[config.mk]
export PLATFORM = sky130hd
export DESIGN_NAME = haptic_pulse_queue_unit
export DESIGN_NICKNAME = d
export VERILOG_FILES = /design/src/rtl/core/hpq_pkg.sv /design/src/rtl/core/haptic_pulse_queue_unit.sv /design/src/rtl/core/hpq_ram.sv /design/src/rtl/core/hpq_scaler.sv
export SDC_FILE = /design/constraint.sdc
export NUM_CORES = 1
export LEC_CHECK = 0
export BUFFER_PORTS_ARGS = -buffer_cell sky130_fd_sc_hd__buf_2
export CORE_MARGIN = 4
export CORE_UTILIZATION = 60
export DETAILED_ROUTE_END_ITERATION = 10
export GPL_TIMING_DRIVEN = 0
export PLACE_DENSITY = 0.78
export SLEW_MARGIN = 20
export SYNTH_ARGS = -nofsm -noshare
export SYNTH_HDL_FRONTEND = slang
export SYNTH_HIERARCHICAL = 1
export SYNTH_SLANG_ARGS = --single-unit
export TNS_END_PERCENT = 100
[constraint.sdc]
create_clock -name clk -period 7.2 [get_ports clk]
set_input_delay 1.08 -clock clk [delete_from_list [all_inputs] [get_ports clk]]
set_output_delay 1.08 -clock clk [all_outputs]
set_load 0.005 [all_outputs]
[src/rtl/core/hpq_pkg.sv]
// Package for the haptic pulse queue: shared widths, codes and types.
// Used by the top level and the scaler; no dependencies of its own.
`timescale 1ns / 1ps
`default_nettype none

package hpq_pkg;

  // Field widths fixed by the interface.
  localparam int DUTY_W     = 8;
  localparam int INTEN_W    = 8;
  localparam int DUR_W      = 16;
  localparam int PCT_W      = 7;
  localparam int STATUS_W   = 3;
  localparam int WAIT_W     = 3;

  // Product of intensity and strength percentage.
  localparam int PROD_W     = INTEN_W + PCT_W;

  localparam logic [PCT_W-1:0]  PCT_FULL = PCT_W'(100);
  localparam logic [DUTY_W-1:0] DUTY_MAX = '1;

  // Default depth of the pulse queue.
  localparam int QUEUE_DEPTH_DEF = 4;

  // Stream payload widths, padded to whole bytes.
  localparam int IN_DATA_W  = INTEN_W + DUR_W;
  localparam int OUT_DATA_W = 16;

  // Input kind carried on in_tuser.
  localparam logic KIND_BUZZ = 1'b0;
  localparam logic KIND_TICK = 1'b1;

  // Status code of one result.
  typedef enum logic [STATUS_W-1:0] {
    STAT_TICK     = 3'd0,
    STAT_ACCEPTED = 3'd1,
    STAT_SILENT   = 3'd2,
    STAT_FULL     = 3'd3,
    STAT_ZERO     = 3'd4
  } status_t;

  // Sequencer states of the top level.
  typedef enum logic [1:0] {
    S_IDLE,
    S_SCALE,
    S_TICK,
    S_EMIT
  } hpq_state_t;

  // One queued pulse.
  typedef struct packed {
    logic [DUR_W-1:0]  ms;
    logic [DUTY_W-1:0] level;
  } pulse_t;

endpackage

`default_nettype wire

[src/rtl/core/haptic_pulse_queue_unit.sv]
// Vibration-motor pulse scheduler. One item is taken at a time, and the block is
// not ready again until that item's result is in the output register. A millisecond
// tick passes through S_TICK to S_EMIT, and a buzz dropped for zero strength or zero
// duration goes straight to S_EMIT; a buzz that is scaled waits in S_SCALE for two
// passes through one shared multiplier (intensity times strength, then times the
// reciprocal of 100). The next transfer can follow in the cycle after the result
// is loaded. A result still waiting in the output register holds the next result,
// and with it the input, until it is taken.
// Depends on hpq_pkg, hpq_scaler and hpq_ram.
`timescale 1ns / 1ps
`default_nettype none

module haptic_pulse_queue_unit
  import hpq_pkg::*;
#(
  parameter int QUEUE_DEPTH = QUEUE_DEPTH_DEF
) (
  input  wire logic                  clk,
  input  wire logic                  rst_n,
  // Configuration: strength_percent.
  input  wire logic                  cfg_wr_en,
  input  wire logic [PCT_W-1:0]      cfg_wr_data,
  // Input stream.
  input  wire logic                  in_tvalid,
  output logic                       in_tready,
  input  wire logic [IN_DATA_W-1:0]  in_tdata,  // [7:0] intensity, [23:8] duration
  input  wire logic                  in_tuser,  // kind
  // Result stream.
  output logic                       out_tvalid,
  input  wire logic                  out_tready,
  // [0] motor_enable, [8:1] duty, [11:9] status, [14:12] waiting_count, [15] zero
  output logic      [OUT_DATA_W-1:0] out_tdata
);

  localparam int PTR_W = (QUEUE_DEPTH > 1) ? $clog2(QUEUE_DEPTH) : 1;
  localparam int CNT_W = $clog2(QUEUE_DEPTH + 1);

  hpq_state_t         state_r, state_nxt;
  logic [PCT_W-1:0]   strength_r;
  logic [PTR_W-1:0]   head_r, head_nxt;
  logic [PTR_W-1:0]   tail_r, tail_nxt;
  logic [CNT_W-1:0]   count_r, count_nxt;
  logic               playing_r, playing_nxt;
  logic [DUTY_W-1:0]  duty_r, duty_nxt;
  logic [DUR_W-1:0]   remain_r, remain_nxt;
  status_t            status_r, status_nxt;
  logic [DUR_W-1:0]   dur_r;
  logic               out_valid_r, out_valid_nxt;
  logic [OUT_DATA_W-1:0] out_data_r, out_data_nxt;

  logic [INTEN_W-1:0] in_inten;
  logic [DUR_W-1:0]   in_dur;
  logic               in_xfer;
  logic               buzz_drop;
  logic               scl_start;
  logic               scl_done;
  logic [DUTY_W-1:0]  scl_level;
  logic               out_load;
  logic               ram_wr_en;
  pulse_t             ram_wr_data;
  pulse_t             ram_rd_data;

  assign in_inten  = in_tdata[INTEN_W-1:0];
  assign in_dur    = in_tdata[INTEN_W +: DUR_W];
  assign in_tready = (state_r == S_IDLE);
  assign in_xfer   = in_tvalid && in_tready;
  assign buzz_drop = (strength_r == '0) || (in_dur == '0);
  assign scl_start = in_xfer && (in_tuser == KIND_BUZZ) && !buzz_drop;
  assign out_load  = (state_r == S_EMIT) && (!out_valid_r || out_tready);

  // Shared scaling unit.
  hpq_scaler u_scaler (
    .clk       (clk),
    .rst_n     (rst_n),
    .start     (scl_start),
    .intensity (in_inten),
    .strength  (strength_r),
    .done      (scl_done),
    .level     (scl_level)
  );

  // Pulse queue storage; the read port always follows the head.
  hpq_ram #(
    .WIDTH ($bits(pulse_t)),
    .DEPTH (QUEUE_DEPTH)
  ) u_ram (
    .clk     (clk),
    .wr_en   (ram_wr_en),
    .wr_addr (tail_r),
    .wr_data (ram_wr_data),
    .rd_addr (head_r),
    .rd_data (ram_rd_data)
  );

  // Next state.
  always_comb begin
    state_nxt = state_r;
    case (state_r)
      S_IDLE: begin
        if (in_tvalid) begin
          if (in_tuser == KIND_TICK) begin
            state_nxt = S_TICK;
          end else if (buzz_drop) begin
            state_nxt = S_EMIT;
          end else begin
            state_nxt = S_SCALE;
          end
        end
      end
      S_SCALE: begin
        if (scl_done) begin
          state_nxt = S_EMIT;
        end
      end
      S_TICK: begin
        state_nxt = S_EMIT;
      end
      S_EMIT: begin
        if (out_load) begin
          state_nxt = S_IDLE;
        end
      end
      default: begin
        state_nxt = S_IDLE;
      end
    endcase
  end

  // Queue and motor updates for each state.
  always_comb begin
    head_nxt     = head_r;
    tail_nxt     = tail_r;
    count_nxt    = count_r;
    playing_nxt  = playing_r;
    duty_nxt     = duty_r;
    remain_nxt   = remain_r;
    status_nxt   = status_r;
    ram_wr_en    = 1'b0;
    ram_wr_data  = '{ms: dur_r, level: scl_level};
    out_data_nxt = out_data_r;
    case (state_r)
      S_IDLE: begin
        if (in_tvalid) begin
          if (in_tuser == KIND_TICK) begin
            status_nxt = STAT_TICK;
          end else if (strength_r == '0) begin
            status_nxt = STAT_SILENT;
          end else if (in_dur == '0) begin
            status_nxt = STAT_ZERO;
          end
        end
      end
      S_SCALE: begin
        // Start at once when idle and empty, else queue, else drop.
        if (scl_done) begin
          status_nxt = STAT_ACCEPTED;
          if (!playing_r && count_r == '0) begin
            playing_nxt = 1'b1;
            duty_nxt    = scl_level;
            remain_nxt  = dur_r;
          end else if (count_r < CNT_W'(QUEUE_DEPTH)) begin
            ram_wr_en = 1'b1;
            tail_nxt  = (tail_r == PTR_W'(QUEUE_DEPTH - 1)) ? '0 : tail_r + PTR_W'(1);
            count_nxt = count_r + CNT_W'(1);
          end else begin
            status_nxt = STAT_FULL;
          end
        end
      end
      S_TICK: begin
        // Count down, stop at zero, then start the oldest waiting pulse.
        if (playing_r) begin
          if (remain_r != '0) begin
            remain_nxt = remain_r - DUR_W'(1);
          end
          if (remain_r <= DUR_W'(1)) begin
            playing_nxt = 1'b0;
            duty_nxt    = '0;
          end
        end
        if ((!playing_r || remain_r <= DUR_W'(1)) && count_r != '0) begin
          playing_nxt = 1'b1;
          duty_nxt    = ram_rd_data.level;
          remain_nxt  = ram_rd_data.ms;
          head_nxt    = (head_r == PTR_W'(QUEUE_DEPTH - 1)) ? '0 : head_r + PTR_W'(1);
          count_nxt   = count_r - CNT_W'(1);
        end
      end
      S_EMIT: begin
        if (out_load) begin
          out_data_nxt = {1'b0, WAIT_W'(count_r), status_r,
                          playing_r ? duty_r : DUTY_W'(0), playing_r};
        end
      end
      default: begin
        status_nxt = status_r;
      end
    endcase
  end

  // Output register valid flag.
  always_comb begin
    out_valid_nxt = out_valid_r;
    if (out_load) begin
      out_valid_nxt = 1'b1;
    end else if (out_tready) begin
      out_valid_nxt = 1'b0;
    end
  end

  // Control state.
  always_ff @(posedge clk) begin
    if (!rst_n) begin
      state_r     <= S_IDLE;
      strength_r  <= PCT_FULL;
      head_r      <= '0;
      tail_r      <= '0;
      count_r     <= '0;
      playing_r   <= 1'b0;
      duty_r      <= '0;
      remain_r    <= '0;
      out_valid_r <= 1'b0;
    end else begin
      state_r     <= state_nxt;
      head_r      <= head_nxt;
      tail_r      <= tail_nxt;
      count_r     <= count_nxt;
      playing_r   <= playing_nxt;
      duty_r      <= duty_nxt;
      remain_r    <= remain_nxt;
      out_valid_r <= out_valid_nxt;
      // Strength writes above full scale clamp to full scale.
      if (cfg_wr_en) begin
        strength_r <= (cfg_wr_data > PCT_FULL) ? PCT_FULL : cfg_wr_data;
      end
    end
  end

  // Payload registers.
  always_ff @(posedge clk) begin
    status_r   <= status_nxt;
    out_data_r <= out_data_nxt;
    if (in_xfer) begin
      dur_r <= in_dur;
    end
  end

  assign out_tvalid = out_valid_r;
  assign out_tdata  = out_data_r;

  // The queue never holds more than its depth.
  a_count_bound: assert property (@(posedge clk) disable iff (!rst_n)
    count_r <= CNT_W'(QUEUE_DEPTH))
    else $error("pulse queue count exceeds depth");

  // Pulses wait only behind a playing pulse.
  a_wait_implies_play: assert property (@(posedge clk) disable iff (!rst_n)
    count_r != '0 |-> playing_r)
    else $error("pulses waiting while motor is off");

  // Duty is zero whenever the motor is off.
  a_idle_duty: assert property (@(posedge clk) disable iff (!rst_n)
    !playing_r |-> duty_r == '0)
    else $error("nonzero duty while motor is off");

  // The block takes no second item in the cycle after a transfer.
  a_one_at_a_time: assert property (@(posedge clk) disable iff (!rst_n)
    in_xfer |=> !in_tready)
    else $error("input taken while an item is in progress");

  // Strength stays within full scale.
  a_strength_range: assert property (@(posedge clk) disable iff (!rst_n)
    strength_r <= PCT_FULL)
    else $error("strength above full scale");

endmodule

`default_nettype wire

[src/rtl/core/hpq_ram.sv]
// Generic single-write, single-read RAM with a registered read port.
// No dependencies; holds the pulse queue entries.
`timescale 1ns / 1ps
`default_nettype none

module hpq_ram #(
  parameter int WIDTH = 24,
  parameter int DEPTH = 4,
  localparam int AW = (DEPTH > 1) ? $clog2(DEPTH) : 1
) (
  input  wire logic             clk,
  input  wire logic             wr_en,
  input  wire logic [AW-1:0]    wr_addr,
  input  wire logic [WIDTH-1:0] wr_data,
  input  wire logic [AW-1:0]    rd_addr,
  output logic      [WIDTH-1:0] rd_data
);

  logic [WIDTH-1:0] mem_r [DEPTH];
  logic [WIDTH-1:0] rd_data_r;

  // Write port and registered read port.
  always_ff @(posedge clk) begin
    if (wr_en) begin
      mem_r[wr_addr] <= wr_data;
    end
    rd_data_r <= mem_r[rd_addr];
  end

  assign rd_data = rd_data_r;

endmodule

`default_nettype wire

[src/rtl/core/hpq_scaler.sv]
// Intensity scaler: one shared multiplier, used first for intensity times strength
// and then for the reciprocal of 100, which gives the truncated quotient.
// Depends on hpq_pkg.
`timescale 1ns / 1ps
`default_nettype none

module hpq_scaler
  import hpq_pkg::*;
(
  input  wire logic               clk,
  input  wire logic               rst_n,
  input  wire logic               start,
  input  wire logic [INTEN_W-1:0] intensity,
  input  wire logic [PCT_W-1:0]   strength,
  output logic                    done,
  output logic      [DUTY_W-1:0]  level
);

  // 5243 / 2^19 lies close enough to 1/100 that the shifted product equals
  // the truncated quotient for every product up to 255 * 100.
  localparam int                 RECIP_W     = 13;
  localparam int                 RECIP_SHIFT = 19;
  localparam logic [RECIP_W-1:0] RECIP_100   = RECIP_W'(5243);
  localparam int                 MUL_W       = PROD_W + RECIP_W;

  logic               busy_r, busy_nxt;
  logic               done_r, done_nxt;
  logic [MUL_W-1:0]   prod_r, prod_nxt;
  logic [PROD_W-1:0]  mul_a;
  logic [RECIP_W-1:0] mul_b;
  logic [MUL_W-1:0]   mul_p;

  // Shared multiplier: the new item's operands at start, else the held product
  // times the reciprocal.
  assign mul_a = start ? PROD_W'(intensity) : prod_r[PROD_W-1:0];
  assign mul_b = start ? RECIP_W'(strength) : RECIP_100;
  assign mul_p = MUL_W'(mul_a) * MUL_W'(mul_b);

  always_comb begin
    busy_nxt = busy_r;
    done_nxt = 1'b0;
    prod_nxt = prod_r;
    if (start) begin
      busy_nxt = 1'b1;
      prod_nxt = mul_p;
    end else if (busy_r) begin
      busy_nxt = 1'b0;
      done_nxt = 1'b1;
      prod_nxt = mul_p;
    end
  end

  // Sequencer flags.
  always_ff @(posedge clk) begin
    if (!rst_n) begin
      busy_r <= 1'b0;
      done_r <= 1'b0;
    end else begin
      busy_r <= busy_nxt;
      done_r <= done_nxt;
    end
  end

  // Working register of the multiplier.
  always_ff @(posedge clk) begin
    prod_r <= prod_nxt;
  end

  // The quotient sits above the reciprocal's fraction bits once both passes are done.
  assign done  = done_r;
  assign level = (|prod_r[MUL_W-1:RECIP_SHIFT+DUTY_W]) ? DUTY_MAX
                                                       : prod_r[RECIP_SHIFT +: DUTY_W];

endmodule

`default_nettype wire
; Word level (Yosys, flattened, before mapping)
; Memory sizes are Yosys's and may differ from the RTL's. A register that Yosys moved wholly into a read port is not among the register bits.
; Cells that the tools add are included.
[op_classes]
n_addsub = 5
mul = 1
order_cmp = 3
n_eq_ne = 16
n_mux = 55
bitwise = 3
reduce_logical = 32
[op_table]
columns = op, n
row1 = $mux 16, 5
row2 = $mux 28, 2
row3 = $mux 8, 6
row4 = $pmux 16 s2, 1
row5 = $mul 15x13->28, 1
row6 = $mux 3, 9
row7 = $mux 2, 9
row8 = $le 16x1->1 const B, 1
row9 = $logic_not 16->1, 1
row10 = $pmux 8 s2, 1
row11 = $reduce_bool 16->1, 1
row12 = $sub 16x1->16 const B, 1
row13 = $mux 1, 15
row14 = $mux 15, 1
row15 = $reduce_and 5->1, 3
row16 = $mux 13, 1
row17 = $ne 2x2->1 const B, 6
row18 = $pmux 3 s2, 2
row19 = $ne 3x3->1 const B, 3
row20 = $eq 2x2->1 const B, 4
row21 = $pmux 2 s4, 1
row22 = $reduce_and 4->1, 2
row23 = $reduce_bool 2->1, 4
row24 = $gt 7x7->1 const B, 1
row25 = 20 further kinds, 34
[totals]
regBits = 106
ramBits = 96
out_inout_bits = 18
mem_count = 1
[memory_table]
columns = name, words, width, rd, rd_ports_with_merged_regs, wr, line_no
row1 = u_ram.mem_r, 4, 24, 1, 1, 1, hpq_ram.sv:19  ; logic [WIDTH-1:0] mem_r [DEPTH];

; Depth between registers and ports, before layout
[depth]
depth_word = 8
depth_mapped = 26

; By module
; The synthesis kept the hierarchy.
[modules_own_cells]
columns = mod, n_inst, cells_per_inst, area_each_um2, seq_area_each_um2
row1 = hpq_scaler, 1, 656, 6059.6, 760.7
row2 = hpq_ram, 1, 154, 4015.1, 3363.2
row3 = haptic_pulse_queue_unit, 1, 397, 3837.4, 1861.8

; Worst setup path after synthesis
; Ideal clock, no wire load.
[synth_path]
path_kind = input port to flip-flop
start = input port in_tvalid
end = register u_scaler.prod_r[25], data pin
arrival_time_ns = 6.383
required_ns = 6.924
setup_slack_ns = 0.541
path_stages = 22
path_cell_list = and2_1 -> and3_1 -> clkbuf_1 -> clkbuf_1 -> nand2b_1 -> inv_1 -> fa_1 -> inv_1 -> fa_1 -> inv_1 -> fa_1 -> fa_1 -> inv_1 -> fa_1 -> inv_1 -> ha_1 -> nand2_1 -> nor2_1 -> o2111ai_1 -> or3_1 -> o211ai_1 -> a311oi_1
[synth_via]
elab_chain_cells = 7
word_cells_on_any_way = 8
[synth_lines]
columns = element, line_no
row1 = start: declaration, haptic_pulse_queue_unit.sv:24  ; input wire logic in_tvalid,
row2 = $logic_and 1x1->1 (*), haptic_pulse_queue_unit.sv:66  ; assign in_xfer = in_tvalid && in_tready;
row3 = $logic_and 1x1->1 (*) (2 in a row), haptic_pulse_queue_unit.sv:68  ; assign scl_start = in_xfer && (in_tuser == KIND_BUZZ) && !buzz_drop;
row4 = via scl_start, haptic_pulse_queue_unit.sv:55  ; logic scl_start;
row5 = $mux 15 / $mux 13 (equally long branches), "hpq_scaler.sv:35, hpq_scaler.sv:36"
row6 = $mul 15x13->28 (*), hpq_scaler.sv:37  ; assign mul_p = MUL_W'(mul_a) * MUL_W'(mul_b);
row7 = via u_scaler.mul_p[25], hpq_scaler.sv:31  ; logic [MUL_W-1:0] mul_p;
row8 = $mux 28, hpq_scaler.sv:46  ; end else if (busy_r) begin
row9 = $mux 28 (*), hpq_scaler.sv:43  ; if (start) begin
row10 = end signal: assignment, hpq_scaler.sv:66  ; prod_r <= prod_nxt;
row11 = end: declaration, hpq_scaler.sv:28  ; logic [MUL_W-1:0] prod_r, prod_nxt;
; The timed path passes the listed nets; every way through them passes the cells marked *. The select of a mux whose other input is x is not followed.
; A chain may end at the register's enable or synchronous reset.

; Final worst setup path
[layout_path]
start = input port in_tdata[8]
end = register u_scaler.prod_r[27], data pin
[layout_via]
elab_chain_cells = 8
word_cells_on_any_way = 9
[layout_lines]
columns = element, line_no
row1 = start: declaration, haptic_pulse_queue_unit.sv:26  ; input wire logic [IN_DATA_W-1:0] in_tdata,
row2 = $logic_not 16->1 (*), haptic_pulse_queue_unit.sv:67  ; assign buzz_drop = (strength_r == '0) || (in_dur == '0);
row3 = $logic_or 1x1->1 (*), haptic_pulse_queue_unit.sv:67
row4 = $logic_not 1->1 (*), haptic_pulse_queue_unit.sv:68
row5 = $logic_and 1x1->1 (*), haptic_pulse_queue_unit.sv:68
row6 = via scl_start, haptic_pulse_queue_unit.sv:55
row7 = $mux 15 / $mux 13 (equally long branches), "hpq_scaler.sv:35, hpq_scaler.sv:36"
row8 = $mul 15x13->28 (*), hpq_scaler.sv:37
row9 = via u_scaler.mul_p[27], hpq_scaler.sv:31
row10 = $mux 28, hpq_scaler.sv:46
row11 = $mux 28 (*), hpq_scaler.sv:43
; Marks and branches as above.

==> impl_metrics.tcl <==
set metrics [dict create \
    critical_path_buf_inv_count 7 \
    tightest_slew_ps 1050 \
    drcViolationCount 0 \
    final_nets 1534 \
    dr.first_iter.drc_count 726 \
    required_ps 7520 \
    cp_max_fo 10 \
    start_util_pct 61.3 \
    relSlewSlack_pct 30.1 \
    finalSetupViolCount 0 \
    synth_edf_count 154 \
    syn_area_mm2 0.0139 \
    synth.top_cell.area_share_pct 33.2 \
    routabilityCongestion 0.922 \
    crit_type "input port to flip-flop" \
    cts_made_buffers 23 \
    ios 55 \
    crit_family "adder cells" \
    grt_pass1_vias 9563 \
    synthToLayoutAreaGrowth_pct 10.1 \
    fin_crit_sh_pct 95.9 \
    syn_area_per_cell_um2 11.5 \
    reg2reg_depth 24 \
    finClkSkew_ps 9.79 \
    first_pass_iters 6 \
    clk_pin_slew_ps 60 \
    cp_num_cells 24 \
    cts_root_buf "clkbuf_16" \
    cts.sinks 222 \
    pre_cts_ws_ps -673 \
    crit_path_end_kind "flip-flop" \
    post-route-min-period_ps 6910 \
    drtAntennaViolNets 0 \
    antenna_cells 0 \
    place_hpwl_um 22000 \
    vias 9282 \
    grt_max_degree 25 \
    max_freq_ghz 0.145 \
    clock_path_buffers 3 \
    routedWlPerCell_um 18.6 \
    hp-class "flip-flop to flip-flop" \
    placed_cells 1554 \
    grt-ovfl-total 0 \
    chipHeight_um 160 \
    drt-total-wl_um 29600 \
    rows 55 \
    via_per_inst 5.81 \
    synthCells 1207 \
    yosysSeqAreaShare_pct 43.0 \
    grt_pass1_wl_um 48400 \
    portBuffers 52 \
    synth-seq-cells 222 \
    hold_viol_final 0 \
    synth.distinct_cells 73 \
    clock_latency_ps 500 \
    synth_common_cells "194 x inv_1, 154 x edfxtp_1, 117 x ha_1, 85 x fa_1, 68 x dfxtp_1" \
    fill_cells 1659 \
    slew_violations 0 \
    cp_slowest_cell "fa_1" \
    post-synth-top-count-cell "inv_1" \
    status "complete, no violations" \
    fin_ws_ps 295 \
    whs_ps 421 \
    layout-drive-gt1-share_pct 12.7 \
    postLayoutCoreUtil_pct 67.5 \
    max-cap-violations 0 \
    antenna_found_initial 0 \
    core_area_mm2 0.0227 \
    crit_top_cell "fa_1" \
    yosys_warnings 6 \
    crit_chain "buf_2 > nor4_1 > nand4_1 > buf_4 > and3_1 > clkbuf_1 > nor2b_1 > clkbuf_1 > a21oi_1 > fa_1 > fa_1 > fa_1 > inv_1 > ha_1 > inv_1 > fa_1 > inv_1 > ha_1 > o211ai_2 > o211ai_2 > nand4_1 > a31oi_1 > nor4b_1 > a311oi_1" \
    cts-htree-levels 1 \
    min_path_cells 0 \
    worstSetupStartpointType "input port" \
    synthTopCellsByArea "edfxtp_1 33%, fa_1 12%, ha_1 11%" \
    cts_tree "built" \
    synth_largest_area_cell "edfxtp_1" \
    stdcell_count 1597 \
    arrival_ps 7220 \
    slowest_delay_ps 570 \
    synthArstFlopShare_pct 0 \
    ys.flop_type "edfxtp_1" \
    die-width_um 160 \
    dieArea_mm2 0.0257 \
    track_usage_pct 23.3 \
]
registers in the layout (all words and copies together), names as in the netlist:
name,flops
count_r,3
dur_r,16
duty_r,8
head_r,2
out_tdata,15
out_tvalid,1
playing_r,1
remain_r,16
state_r,2
status_r,3
strength_r,7
tail_r,2
u_ram/mem_r,96
u_ram/rd_data,24
u_scaler/busy_r,1
u_scaler/done,1
u_scaler/prod_r,24
layer usage:
metal  vias to the layer above  wire length, um  track usage (%)
li1                       4364                -                -
met1                      4548            12700             32.1
met2                       318            14500             39.5
met3                        52             1760             3.05
met4                         0              688             6.57
met5                         -                0                0
per-stage QoR:
| step | setup TNS [ps] | instance area (um^2) |
|---|---|---|
| after floorplan | 0 | 13900 |
| after global placement | -3550 | 14600 |
| after detailed placement | -4850 | 14600 |
| after CTS | 0 | 15300 |
| after global routing | -34.0 | 15300 |
| final | 0 | 15300 |
cells in the final DEF, fill, tap and decap left out, drive strengths merged, types with 3 or more instances in the layout:
master   netlist  routed
nor2          43      43
o211ai        23      23
conb           2       8
a21oi         66      66
mux2i          7       7
a31oi         15      15
or2           10      10
fa            85      85
and3           8       8
nand3         22      22
nand2         50      50
xor2          12      12
nor2b         27      27
a21o          36      36
o21ai         42      42
inv          194     195
nand4          6       6
clkbuf        38      70
o21bai         3       3
edfxtp       154     154
buf           16      73
nand3b         3       3
and2          19      19
ha           117     117
nor3          10      10
a311oi        14      14
mux4          24      24
a211oi         6       6
o2111ai        3       3
o311ai         4       4
clkinv         2      10
o31ai          3       3
nor4          10      10
nand2b        21      21
dfxtp         68      68
o21a           5       5
or3            3       3
xnor2         15      15
final timing paths:
check	from	to	slack (ps)
max	in_tdata[8]	u_scaler/prod_r[27]$_DFFE_PP_	290
min	status_r[2]$_SDFFCE_PP0P_	out_tdata[11]$_DFFE_PP_	420
max reg2reg	state_r[0]$_SDFFE_PN0P_	u_scaler/prod_r[27]$_DFFE_PP_	440
min reg2reg	status_r[2]$_SDFFCE_PP0P_	out_tdata[11]$_DFFE_PP_	420
cells by family after synthesis:
logic type | synth area share, %
other | 0.0540
buffers and inverters | 7.28
XOR/XNOR | 1.70
multiplexers | 4.50
AND/OR/NAND/NOR | 9.11
AO/OA/AOI/OAI | 11.6
adder cells (fa/ha/maj) | 22.8
flip-flops | 43.0
final cells by class:
class	instances	area, um^2	area share [%]
inverters	196	736	4.80
multi-input cells	741	6970	45.5
plain buffers	54	282	1.84
flip-flops and latches	222	5990	39.1
well taps	285	357	2.33
repair buffers	57	309	2.02
clock inverters	10	57.6	0.376
clock buffers	32	629	4.11
timing repair:
action                                  CTS  global route
endpoints found under the setup margin    8             9
hold buffers                              0             0
pin swaps                                 0             1
cloned                                    0             0
setup buffers                             0             1
resized for setup                         4             9
Power is not shown: default switching activity piles up to over one toggle a cycle in this logic, so the estimate is an artifact.
